### src/hdl/bfdh_pkg.sv
// ----------------------------------------------------------------------------
// bfdh_pkg
// Shared types and constants for the double-hash Bloom filter block.
// ----------------------------------------------------------------------------
package bfdh_pkg;

   // Store geometry
   localparam int WORD_W    = 64;
   localparam int BIT_IDX_W = 6;

   // Defaults for the top level parameters
   localparam int FILTER_BITS_DEF = 65536;
   localparam int MAX_PROBES_DEF  = 16;

   // Register file
   localparam int                   CSR_ADDR_W     = 3;
   localparam int                   CSR_DATA_W     = 32;
   localparam int                   NUM_PROBES_W   = 5;
   localparam logic [NUM_PROBES_W-1:0] NUM_PROBES_RST = 5'd2;
   // register index, taken from paddr[2]
   localparam logic                 REG_NUM_PROBES = 1'b0;

   // Request kinds
   localparam logic KIND_INSERT = 1'b0;
   localparam logic KIND_QUERY  = 1'b1;

   // Controller to datapath commands
   typedef struct packed {
      logic load;     // capture hashes of a new request
      logic rd;       // read the word of the current probe
      logic set_wr;   // write back the read word with the probe bit set
      logic clr_wr;   // write zero at the clear pointer
      logic advance;  // step to the next probe position
   } dp_cmd_type;

   // Datapath to controller status
   typedef struct packed {
      logic clr_last; // clear pointer is on the last word
      logic bit_hit;  // probe bit in the read word is set
   } dp_sts_type;

endpackage

### src/hdl/bfdh_csr.sv
// ----------------------------------------------------------------------------
// bfdh_csr
// APB-style register port holding the probe count.
// ----------------------------------------------------------------------------
module bfdh_csr
   import bfdh_pkg::*;
(
   input  logic                    clock,
   input  logic                    reset,
   input  logic                    psel,
   input  logic                    penable,
   input  logic                    pwrite,
   input  logic [CSR_ADDR_W-1:0]   paddr,
   input  logic [CSR_DATA_W-1:0]   pwdata,
   output logic [CSR_DATA_W-1:0]   prdata,
   output logic                    pready,
   output logic [NUM_PROBES_W-1:0] num_probes
);

   logic [NUM_PROBES_W-1:0] num_probes_ff;
   logic [NUM_PROBES_W-1:0] num_probes_in;
   logic                    wr_en;

   assign pready = 1'b1;
   assign wr_en  = psel & penable & pwrite & pready;

   // Register write decode
   always_comb begin
      num_probes_in = num_probes_ff;
      if (wr_en && (paddr[2] == REG_NUM_PROBES)) begin
         num_probes_in = pwdata[NUM_PROBES_W-1:0];
      end
   end

   always_ff @(posedge clock) begin
      if (reset) begin
         num_probes_ff <= NUM_PROBES_RST;
      end else begin
         num_probes_ff <= num_probes_in;
      end
   end

   // Read back
   always_comb begin
      prdata = '0;
      if (paddr[2] == REG_NUM_PROBES) begin
         prdata = CSR_DATA_W'(num_probes_ff);
      end
   end

   assign num_probes = num_probes_ff;

endmodule

### config.mk
export PLATFORM = sky130hd
export DESIGN_NAME = bfdh_csr
export DESIGN_NICKNAME = d
export VERILOG_FILES = /design/src/hdl/bfdh_pkg.sv /design/src/hdl/bfdh_csr.sv
export SDC_FILE = /design/constraint.sdc
export NUM_CORES = 1
export LEC_CHECK = 0
export BUFFER_PORTS_ARGS = -buffer_cell sky130_fd_sc_hd__buf_4
export CORE_MARGIN = 8
export CORE_UTILIZATION = 30
export CTS_CLUSTER_SIZE = 10
export DETAILED_ROUTE_END_ITERATION = 6
export PLACE_DENSITY_LB_ADDON = 0.3
export SYNTH_ARGS = -nofsm -noshare
export SYNTH_HDL_FRONTEND = slang
export SYNTH_SLANG_ARGS = --single-unit
### constraint.sdc
create_clock -name clock -period 1.1 [get_ports clock]
set_input_delay 0.055 -clock clock [delete_from_list [all_inputs] [get_ports clock]]
set_output_delay 0.055 -clock clock [all_outputs]
set_load 0.005 [all_outputs]
==> metrics.md <==
| Metric | Value |
|---|---|
| Run status | `finished clean` |
| Vias per Instance | `3.532` |
| Die outline width | `56.59 um` |
| Leakage power summed over all cells | `0.3096 nW` |
| Iteration count of the initial detailed-routing pass | `2` |
| Total number of H-tree levels | `1` |
| Flip-flop and latch count after synthesis | `5` |
| Initial core utilization | `32.43%` |
| Number of antenna violations at the first check in global routing | `0` |
| Met2 global-route usage | `9.091%` |
| Clk_lat worst skew | `0.24 ns` |
| Detailed-placement wirelength estimate | `905.9 um` |
| Placed Cells | `90` |
| Area of the die | `3202 sq um` |
| Number of pins with negative max-slew slack in the final report | `0` |
| Crit path time final | `0.9220 ns` |
| Remaining global-route overflow | `0` |
| Area fraction in and, or, nand and nor cells after synthesis | `22.53%` |
| Synthesized area per cell | `8.521 sq um` |
| Most frequent cells in the layout | `sky130_fd_sc_hd__conb_1 (28), sky130_fd_sc_hd__buf_4 (20), sky130_fd_sc_hd__nand2b_1 (8)` |
| IR Drop Worst-Case VDD | `0.3515 mV` |
| Post-synthesis compound-gate area fraction | `0%` |
| Wire length of the first global-routing pass | `1621 um` |
| Kind of capture point of the worst setup path | `output port` |
| Setup tns final | `0 ns` |
| Final routed wirelength across all metal layers | `1033 um` |
| Most frequent standard cell in the layout excluding fill and tap cells | `sky130_fd_sc_hd__conb_1` |
| Busiest grt layer | `met2` |
| Area growth from synthesis to layout | `13.92%` |
| Startpoint class of the critical path | `flop` |
| All-Layer GR Usage | `6.227%` |
| DRC violation count after routing | `0` |
| Filler cell count | `163` |
| Hold violation total from the final report | `0` |
| Number of I/O port buffers | `20` |
| Yosys top cell by area | `sky130_fd_sc_hd__buf_4` |
| Type of the most critical hold path | `input pin to flop` |
| Detailed-route via count | `332` |
| Unrepaired setup endpoints after global routing | `false` |
| Post-synthesis instance total | `58` |
| Maximum clock frequency | `1085 MHz` |
| Met1 Resource Use GR | `5.725%` |
| Number of hold buffers added after CTS | `0` |
| Count of clock tree sinks | `5` |
| Final instance count without filler cells | `94` |
| M3 GR Usage | `6.517%` |
| Mux cell area share after synthesis | `10.13%` |
| Arrival time at the worst endpoint | `0.87 ns` |
| Weighted congestion at the end of routability-driven global placement | `0.5838` |
| Area post-placement | `536.8 sq um` |
| Number of flip-flops in the largest register | `5` |
| Largest family of logic cells by synthesized area | `buffers and inverters` |
| Number of cell rows | `14` |
| Final setup violation count | `0` |
| Number of buffers created by CTS | `3` |
| Worst clock skew | `0 ns` |
| Top-area cell type share of the netlist area | `42.53%` |
| Buffer levels on the longest clock path | `2` |
| Critical Path Fanout Max | `3` |
| Pin count of the biggest net entering global routing | `11` |
| Core Area | `1524 sq um` |
| Proportion of synthesized chip area in sequential cells | `20.25%` |
| Part of the cycle the worst path needs | `83.82%` |
| Vias in the first global route | `339` |
| Critical path data required time | `1.04 ns` |
| Wire per inst | `10.99 um` |
| Top post-synthesis cells by area | `sky130_fd_sc_hd__buf_4 (43%), sky130_fd_sc_hd__dfxtp_1 (20%), sky130_fd_sc_hd__mux2i_1 (10%), sky130_fd_sc_hd__nand2b_1 (10%), sky130_fd_sc_hd__and2b_2 (8.9%)` |
| TritonCTS clock tree | `built` |
| Count of nets left with antenna violations after detail routing | `0` |
| Antenna fix cells | `0` |
| CTS clock-pin slew for the worst setup and hold paths | `0.05 ns` |
| Final #Nets | `119` |
| Overall Power | `0.0004988 W` |
| Share of synthesized cell area in full adder, half adder and majority cells | `0%` |
| Flip-flop and latch area | `100.1 sq um` |
| Warning count from the yosys run | `0` |
| Io pins | `78` |
| Count of unique library cells instantiated by Yosys | `10` |
| Total power divided by cell area | `885.8 nW/um^2` |
| Fraction of final layout cells with drive strength greater than 1 | `35.90%` |
| Buffer type at the clock tree root | `sky130_fd_sc_hd__clkbuf_4` |
| Total setup buffers inserted after CTS | `0` |
| Count of cells resized by post-cts repair | `0` |
| Detailed router's first-iteration violation count | `2` |
| Fraction of synthesized cell area in xor and xnor cells | `0%` |
| Syn Std Cell Area | `494.2 sq um` |
| CP Class | `flop to output port` |
| Design area | `563.0 sq um` |
| Area taken by multi-input logic gates | `266.5 sq um` |
| Height of the chip | `56.59 um` |
| Max-capacitance violation count | `0` |
[area by class of cell]
cell class	count	area share, %
Clock buffer	4	4.667
Multi-Input combinational cell	49	47.33
Sequential cell	5	17.78
Tap cell	16	3.556
Timing Repair Buffer	20	26.67
[metrics by stage]
stage          utilization (%)  hold slack [ns]  setup slack (ns)
2_1_floorplan                -           0.2104            0.4633
3_3_place_gp             35.22           0.3126            0.1593
3_5_place_dp             35.22           0.3313            0.1661
4_1_cts                  36.95          0.07602            0.1651
5_1_grt                  36.95          0.08832            0.1183
6_report                 36.95          0.07833            0.1780
[per-layer routing]
layer | part of all wire (%) | vias up
met5 | 0 | -
met4 | 0 | 0
met3 | 17 | 0
met2 | 47 | 27
met1 | 36 | 143
li1 | - | 162
[critical path: stages, from the launching register on]
cell	delay, ns
sky130_fd_sc_hd__dfxtp_1	0.31
sky130_fd_sc_hd__and2b_2	0.18
sky130_fd_sc_hd__buf_4	0.13
[logic make-up after synthesis]
group | Yosys count
simple gates | 16
flops | 5
buf+inv | 30
mux | 5
other cells | 2
[synth_stat cells]
cell,number
sky130_fd_sc_hd__buf_4,28
sky130_fd_sc_hd__nand2b_1,8
sky130_fd_sc_hd__and2b_2,5
sky130_fd_sc_hd__dfxtp_1,5
sky130_fd_sc_hd__mux2i_1,5
sky130_fd_sc_hd__conb_1,2
sky130_fd_sc_hd__nor2_1,2
sky130_fd_sc_hd__and4b_1,1
sky130_fd_sc_hd__buf_1,1
sky130_fd_sc_hd__buf_6,1
[power breakdown]
group	internal, W	switching (W)	leakage (nW)
Clock	0.000137	0.0000808	0.0150
Sequential	0.000186	0.00000254	0.0405
Combinational	0.0000466	0.0000457	0.254
Total	0.000370	0.000129	0.310
[path summary, 6_finish.rpt]
kind,startpoint,end,slack [ns],cells after the start
max,num_probes[2],prdata[2],0.18,2
min,pwdata[3],num_probes[3],0.08,3
min reg2reg,num_probes[2],num_probes[2],0.48,2
max reg2reg,num_probes[1],num_probes[1],0.51,2
Power figures use the tool's default switching activity.
