==> config.mk <==
export PLATFORM = sky130hd
export DESIGN_NAME = bfdh_ctrl
export DESIGN_NICKNAME = d
export VERILOG_FILES = /design/src/hdl/bfdh_pkg.sv /design/src/hdl/bfdh_ctrl.sv
export SDC_FILE = /design/constraint.sdc
export NUM_CORES = 1
export LEC_CHECK = 0
export BUFFER_PORTS_ARGS = -buffer_cell sky130_fd_sc_hd__buf_4
export CAP_MARGIN = 10
export CORE_MARGIN = 5
export CORE_UTILIZATION = 53
export CTS_CLUSTER_DIAMETER = 40
export DETAILED_ROUTE_END_ITERATION = 8
export GPL_TIMING_DRIVEN = 0
export PLACE_DENSITY = 0.8
export SETUP_SLACK_MARGIN = 0.4
export SLEW_MARGIN = 0
export SYNTH_ARGS = -nofsm -noshare
export SYNTH_HDL_FRONTEND = slang
export SYNTH_SLANG_ARGS = --single-unit
==> constraint.sdc <==
create_clock -name clock -period 2.75 [get_ports clock]
set_clock_uncertainty 0.1 [all_clocks]
set_input_delay 0.275 -clock clock [delete_from_list [all_inputs] [get_ports clock]]
set_output_delay 0.275 -clock clock [all_outputs]
set_load 0.02 [all_outputs]
==> src/hdl/bfdh_pkg.sv <==
// ----------------------------------------------------------------------------
// bfdh_pkg
// Shared types and constants for the double-hash Bloom filter block.
// ----------------------------------------------------------------------------
package bfdh_pkg;

   // Store geometry
   localparam int WORD_W    = 64;
   localparam int BIT_IDX_W = 6;

   // Defaults for the top level parameters
   localparam int FILTER_BITS_DEF = 65536;
   localparam int MAX_PROBES_DEF  = 16;

   // Register file
   localparam int                   CSR_ADDR_W     = 3;
   localparam int                   CSR_DATA_W     = 32;
   localparam int                   NUM_PROBES_W   = 5;
   localparam logic [NUM_PROBES_W-1:0] NUM_PROBES_RST = 5'd2;
   // register index, taken from paddr[2]
   localparam logic                 REG_NUM_PROBES = 1'b0;

   // Request kinds
   localparam logic KIND_INSERT = 1'b0;
   localparam logic KIND_QUERY  = 1'b1;

   // Controller to datapath commands
   typedef struct packed {
      logic load;     // capture hashes of a new request
      logic rd;       // read the word of the current probe
      logic set_wr;   // write back the read word with the probe bit set
      logic clr_wr;   // write zero at the clear pointer
      logic advance;  // step to the next probe position
   } dp_cmd_type;

   // Datapath to controller status
   typedef struct packed {
      logic clr_last; // clear pointer is on the last word
      logic bit_hit;  // probe bit in the read word is set
   } dp_sts_type;

endpackage

==> src/hdl/bfdh_ctrl.sv <==
// ----------------------------------------------------------------------------
// bfdh_ctrl
// Sequencer: clear sweep, per-probe read / check, result register.
// ----------------------------------------------------------------------------
module bfdh_ctrl
   import bfdh_pkg::*;
#(
   parameter int MAX_PROBES = MAX_PROBES_DEF
)
(
   input  logic                    clock,
   input  logic                    reset,
   input  logic                    req_valid,
   input  logic                    req_kind,
   output logic                    req_stall,
   input  logic [NUM_PROBES_W-1:0] num_probes,
   output dp_cmd_type              cmd,
   input  dp_sts_type              sts,
   output logic                    rsp_valid,
   output logic                    rsp_maybe_present,
   input  logic                    rsp_stall
);

   typedef enum logic [4:0] {
      ST_CLEAR = 5'b00001,
      ST_IDLE  = 5'b00010,
      ST_READ  = 5'b00100,
      ST_CHECK = 5'b01000,
      ST_DONE  = 5'b10000
   } state_type;

   state_type               state_ff;
   state_type               state_in;
   logic                    kind_ff;
   logic                    kind_in;
   logic [NUM_PROBES_W-1:0] cnt_ff;
   logic [NUM_PROBES_W-1:0] cnt_in;
   logic [NUM_PROBES_W-1:0] k_ff;
   logic [NUM_PROBES_W-1:0] k_in;
   logic                    hit_ff;
   logic                    hit_in;
   logic                    rsp_valid_ff;
   logic                    rsp_valid_in;
   logic                    rsp_mp_ff;
   logic                    rsp_mp_in;
   logic [NUM_PROBES_W-1:0] k_eff;
   logic                    req_acc;
   logic                    last_probe;
   logic                    out_free;

   // Probe count limited to MAX_PROBES
   always_comb begin
      k_eff = num_probes;
      if (32'(num_probes) > MAX_PROBES) begin
         k_eff = NUM_PROBES_W'(MAX_PROBES);
      end
   end

   assign req_stall  = (state_ff != ST_IDLE);
   assign req_acc    = req_valid & ~req_stall;
   assign last_probe = (cnt_ff == k_ff - 1'b1);
   assign out_free   = ~rsp_valid_ff | ~rsp_stall;

   // Next state and commands
   always_comb begin
      state_in     = state_ff;
      kind_in      = kind_ff;
      cnt_in       = cnt_ff;
      k_in         = k_ff;
      hit_in       = hit_ff;
      rsp_valid_in = rsp_valid_ff & rsp_stall;
      rsp_mp_in    = rsp_mp_ff;
      cmd          = '0;
      unique case (state_ff)
         ST_CLEAR: begin
            cmd.clr_wr = 1'b1;
            if (sts.clr_last) begin
               state_in = ST_IDLE;
            end
         end
         ST_IDLE: begin
            if (req_acc) begin
               cmd.load = 1'b1;
               kind_in  = req_kind;
               cnt_in   = '0;
               k_in     = k_eff;
               hit_in   = 1'b1;
               if (k_eff != '0) begin
                  state_in = ST_READ;
               end else if (req_kind == KIND_QUERY) begin
                  state_in = ST_DONE;
               end
            end
         end
         ST_READ: begin
            cmd.rd   = 1'b1;
            state_in = ST_CHECK;
         end
         ST_CHECK: begin
            if (kind_ff == KIND_INSERT) begin
               cmd.set_wr = 1'b1;
            end
            if ((kind_ff == KIND_QUERY) && !sts.bit_hit) begin
               // miss ends the query early
               hit_in   = 1'b0;
               state_in = ST_DONE;
            end else begin
               cmd.advance = 1'b1;
               cnt_in      = cnt_ff + 1'b1;
               if (!last_probe) begin
                  state_in = ST_READ;
               end else if (kind_ff == KIND_QUERY) begin
                  state_in = ST_DONE;
               end else begin
                  state_in = ST_IDLE;
               end
            end
         end
         ST_DONE: begin
            if (out_free) begin
               rsp_valid_in = 1'b1;
               rsp_mp_in    = hit_ff;
               state_in     = ST_IDLE;
            end
         end
         default: begin
            state_in = ST_CLEAR;
         end
      endcase
   end

   always_ff @(posedge clock) begin
      if (reset) begin
         state_ff     <= ST_CLEAR;
         rsp_valid_ff <= 1'b0;
      end else begin
         state_ff     <= state_in;
         rsp_valid_ff <= rsp_valid_in;
      end
   end

   always_ff @(posedge clock) begin
      kind_ff   <= kind_in;
      cnt_ff    <= cnt_in;
      k_ff      <= k_in;
      hit_ff    <= hit_in;
      rsp_mp_ff <= rsp_mp_in;
   end

   assign rsp_valid         = rsp_valid_ff;
   assign rsp_maybe_present = rsp_mp_ff;

   // Probe counter stays below the probe count while probing
   a_cnt_range: assert property (@(posedge clock) disable iff (reset)
      (state_ff == ST_READ || state_ff == ST_CHECK) |-> (cnt_ff < k_ff))
      else $error("probe counter out of range");

   // Only inserts write the store outside the clear sweep
   a_set_insert: assert property (@(posedge clock) disable iff (reset)
      cmd.set_wr |-> (kind_ff == KIND_INSERT))
      else $error("store write during a query");

   // A new response only comes out of the done state
   a_rsp_src: assert property (@(posedge clock) disable iff (reset)
      $rose(rsp_valid_ff) |-> ($past(state_ff) == ST_DONE))
      else $error("response raised outside done state");

   // No response while the store is being cleared
   a_clear_quiet: assert property (@(posedge clock) disable iff (reset)
      (state_ff == ST_CLEAR) |-> !rsp_valid_ff)
      else $error("response during clear sweep");

endmodule

==> impl_results.md <==
- Outcome: complete, no violations
- Multiplexer share of the synthesized area: 0%
- Crit share post-route: 80.15%
- Vias: 809
- Worst Path Required: 2.38 ns
- Syn-to-layout area delta: 20.00%
- Fin. Hold Viols: 0
- Critical Path Fanout Max: 10
- Maximum VDD drop: 0.3379 mV
- R2R Setup Slk: 0.64 ns
- Max-slew violations: 0
- Setup TNS: 0 ns
- CP max stage cell: dfxtp_1
- Fillcell total: 174
- Synth Area in Adders: 2.381%
- DRC viols: 0
- Worst EP arrival: 1.83 ns
- Final Instance Area: 1261 um2
- Pwr Density: 406.3 nW/um2
- Syn. warnings: 0
- Core Region: 1922 um2
- Die area: 2974 um2
- Maximum buffer depth of the clock tree: 2
- Combinational power share: 10.8%
- Crit Path Category: reg2out
- RSZ-0062 raised after global routing: yes
- Post-DP HPWL: 1.548 mm
- Share of layout cells above drive strength 1: 24.41%
- Hold path cells: 1
- Gr usage total: 16.47%
- Slew of the pin with the lowest slew margin: 0.6520 ns
- Crit path buffers/inverters: 3
- FF-to-FF Start: state_ff[3]$_SDFFE_PP0P_
- Crit path max-delay family: simple AND/OR/NAND/NOR gates
- Max-cap violations: 0
- Lkg Pwr: 0.0004954 uW
- Htree depth: 1
- Mean number of vias per cell: 5.253
- Flop pwr share: 61.1%
- Post-layout min period: 2.204 ns
- Sequential element share of the synthesized area: 48.57%
- Hold Path Sink: kind_ff$_DFFE_PP_
- Clock power frac: 28.1%
- Initial Util: 54.69%
- Worst hold path class: in2reg
- Overflow left after global routing: 0
- Mapped Cells: 104
- Syn Nets: 118
- R2R Path End: cnt_ff[4]$_SDFFCE_PP0P_
- Commonest non-fill, non-tap cell in the layout: buf_4
- Die Y: 54.53 um
- Clk slew on worst S/H paths: 0.11 ns
- Number of buffers created by CTS: 3
- Worst Reg-to-Reg Cells: 5
- XOR/XNOR share of the synthesized area: 9.881%
- Distinct cells, synth: 34
- Routability cong.: 0.7741
- Placed inst area: 1227 um2
- Sw Pwr: 122.5 uW
- Layout Nets: 142
- CP cell instances: nor4b_2 > and2b_1 > inv_1 > buf_6 > nor2_1 > buf_4
- CTS sink cnt: 19
- TritonRoute pass-1 iters: 4
- Crit end category: primary output
- CTS tree: built
- Fmax: 453.7 MHz
- # port buffers: 19
- Max_slew headroom: 56.07%
- Switching fraction of total power: 23.90%
- Synth Area in Compound Gates: 12.26%
- Skew-Pair Late Insertion Delay: 0.31 ns
- FP Rows: 16
- Final setup viols: 0
- Total Routed Length: 1.942 mm
- Initial antenna violation count: 0
- Slowest stage delay, CP: 0.44 ns
- Chip width: 54.53 um
- Starting DRT DRC Count: 7
- N_diodes: 0
- Most frequent cells in the layout: buf_4 (19), nor2_1 (14), edfxtp_1 (13)
- Drt wl/cell: 12.61 um
- Power Internal: 390.0 uW
- Min-Delay Startpoint: req_kind
- Ports: 20
- Setup crit start kind: flop
- First-pass GRT wire length: 3.318 mm
- Hold_buf cts: 0
- CTS Root Cell: clkbuf_4
- Synthesis-stage register bit count: 19
- Final ANT Viol Nets: 0
- Largest net degree at the start of global routing: 12
- Vias in the first global route: 797
- Largest family of logic cells by synthesized area: simple AND/OR/NAND/NOR gates
- Simple-gate share of the synthesized area: 22.62%
- Mapped Area: 1051 um2
- Avg Inst Size Synth: 10.11 um2
[synthesized netlist by cell type]
library cell	number	area [um2]
nor4bb_1	1	10.01
edfxtp_1	13	390.4
o31a_1	1	8.760
nor4b_1	1	8.760
buf_6	1	11.26
and2b_1	1	7.510
a211oi_1	1	7.510
nand2b_1	1	6.260
nor3_1	1	5.000
nor3b_1	1	7.510
o21ai_0	3	15.01
a221oi_1	2	17.52
or2_2	1	6.260
nor2b_1	4	25.02
or2b_1	1	7.510
o31ai_1	2	15.01
ha_1	2	25.02
xor2_1	7	61.31
dfxtp_1	6	120.1
or4_1	2	15.01
nor2_1	14	52.55
xnor2_1	3	26.28
or3_1	1	6.260
and2_1	2	12.51
and3_1	1	6.260
xnor2_2	1	16.27
a21oi_1	10	50.05
nand2_1	4	15.01
clkbuf_1	2	7.510
inv_1	7	26.28
or4_4	1	11.26
nand3_1	4	20.02
nor4b_2	1	15.01
a221oi_2	1	15.01
[power groups by stage]
stage          registers (uW)  clock network (uW)  logic [uW]
5_1_grt                   314                 163        61.3
4_1_cts                   313                 151        55.4
3_5_place_dp              320                   0        55.2
2_1_floorplan             318                   0        30.8
6_report                  313                 144        55.1
3_3_place_gp              319                   0        53.5
[area by class of cell]
class	count	area, um2	share of cell area (%)
flip-flops and latches	19	510.5	40.48
multi-input cells	75	501.7	39.78
repair buffers	19	142.6	11.31
well taps	27	33.78	2.679
inverters	7	26.28	2.083
clock buffers	3	22.52	1.786
plain buffers	3	18.77	1.488
clock inverters	1	5.005	0.3968
[worst max-delay path by stage]
stage,slack (ns),end,startpoint,cells after the start
6_report,0.55,cmd[0],state_ff[3]$_SDFFE_PP0P_,6
5_1_grt,0.40,cnt_ff[4]$_SDFFCE_PP0P_,state_ff[3]$_SDFFE_PP0P_,5
4_1_cts,0.52,cmd[3],state_ff[4]$_SDFFE_PP0P_,3
3_5_place_dp,0.69,cnt_ff[4]$_SDFFCE_PP0P_,state_ff[3]$_SDFFE_PP0P_,5
3_3_place_gp,0.70,cnt_ff[4]$_SDFFCE_PP0P_,state_ff[0]$_SDFFE_PP1P_,5
2_1_floorplan,0.72,state_ff[4]$_SDFFE_PP0P_,state_ff[4]$_SDFFE_PP0P_,4
[worst reg2reg max path, delay by kind of cell, from the launching register on]
| family | cells | cell delay, ns |
|---|---|---|
| and+or+nand+nor | 2 | 0.47 |
| AOI/OAI and AO/OA | 1 | 0.54 |
| DFF | 1 | 0.44 |
| buffers and inverters | 2 | 0.20 |
[registers in the layout, summed over array words and instances (netlist names)]
| signal | cells |
|---|---|
| rsp_valid | 1 |
| cnt_ff | 5 |
| kind_ff | 1 |
| state_ff | 5 |
| hit_ff | 1 |
| k_ff | 5 |
| rsp_maybe_present | 1 |
[kinds of logic (layout without fill, tap and decap cells)]
logic type               count (synthesis)  count (layout)
AO/OA/AOI/OAI                           20              20
XOR/XNOR                                11              11
flip-flops                              19              19
AND/OR/NAND/NOR                         42              42
buffers and inverters                   10              33
adder cells (fa/ha/maj)                  2               2
[through the flow]
step | hold slack (ns) | util [%] | std cells | power [uW] | setup slack (ns)
after global routing | 0.02668 | 65.63 | 154 | 538.5 | 0.3981
after detailed placement | 0.3381 | 63.87 | 150 | 374.8 | 0.6856
final | 0.04695 | 65.63 | 154 | 512.5 | 0.5459
after CTS | 0.03632 | 65.30 | 154 | 519.4 | 0.5208
after global placement | 0.3032 | 63.87 | 150 | 372.7 | 0.6983
after floorplan | 0.2412 | - | 104 | 349.2 | 0.7176
[layer usage]
layer / track usage [%] / wire [um] / vias to the layer above
met5: 0 / 0 / -
met4: 12.03 / 65 / 0
met3: 3.815 / 99 / 7
met2: 25.70 / 858 / 21
met1: 19.66 / 919 / 364
li1: - / - / 417
[what timing repair did]
action / 4_1_cts / 5_1_grt
endpoints found under the setup margin: 0 / 2
resized for setup: 0 / 2
setup buffers: 0 / 0
Power figures use the tool's default switching activity.
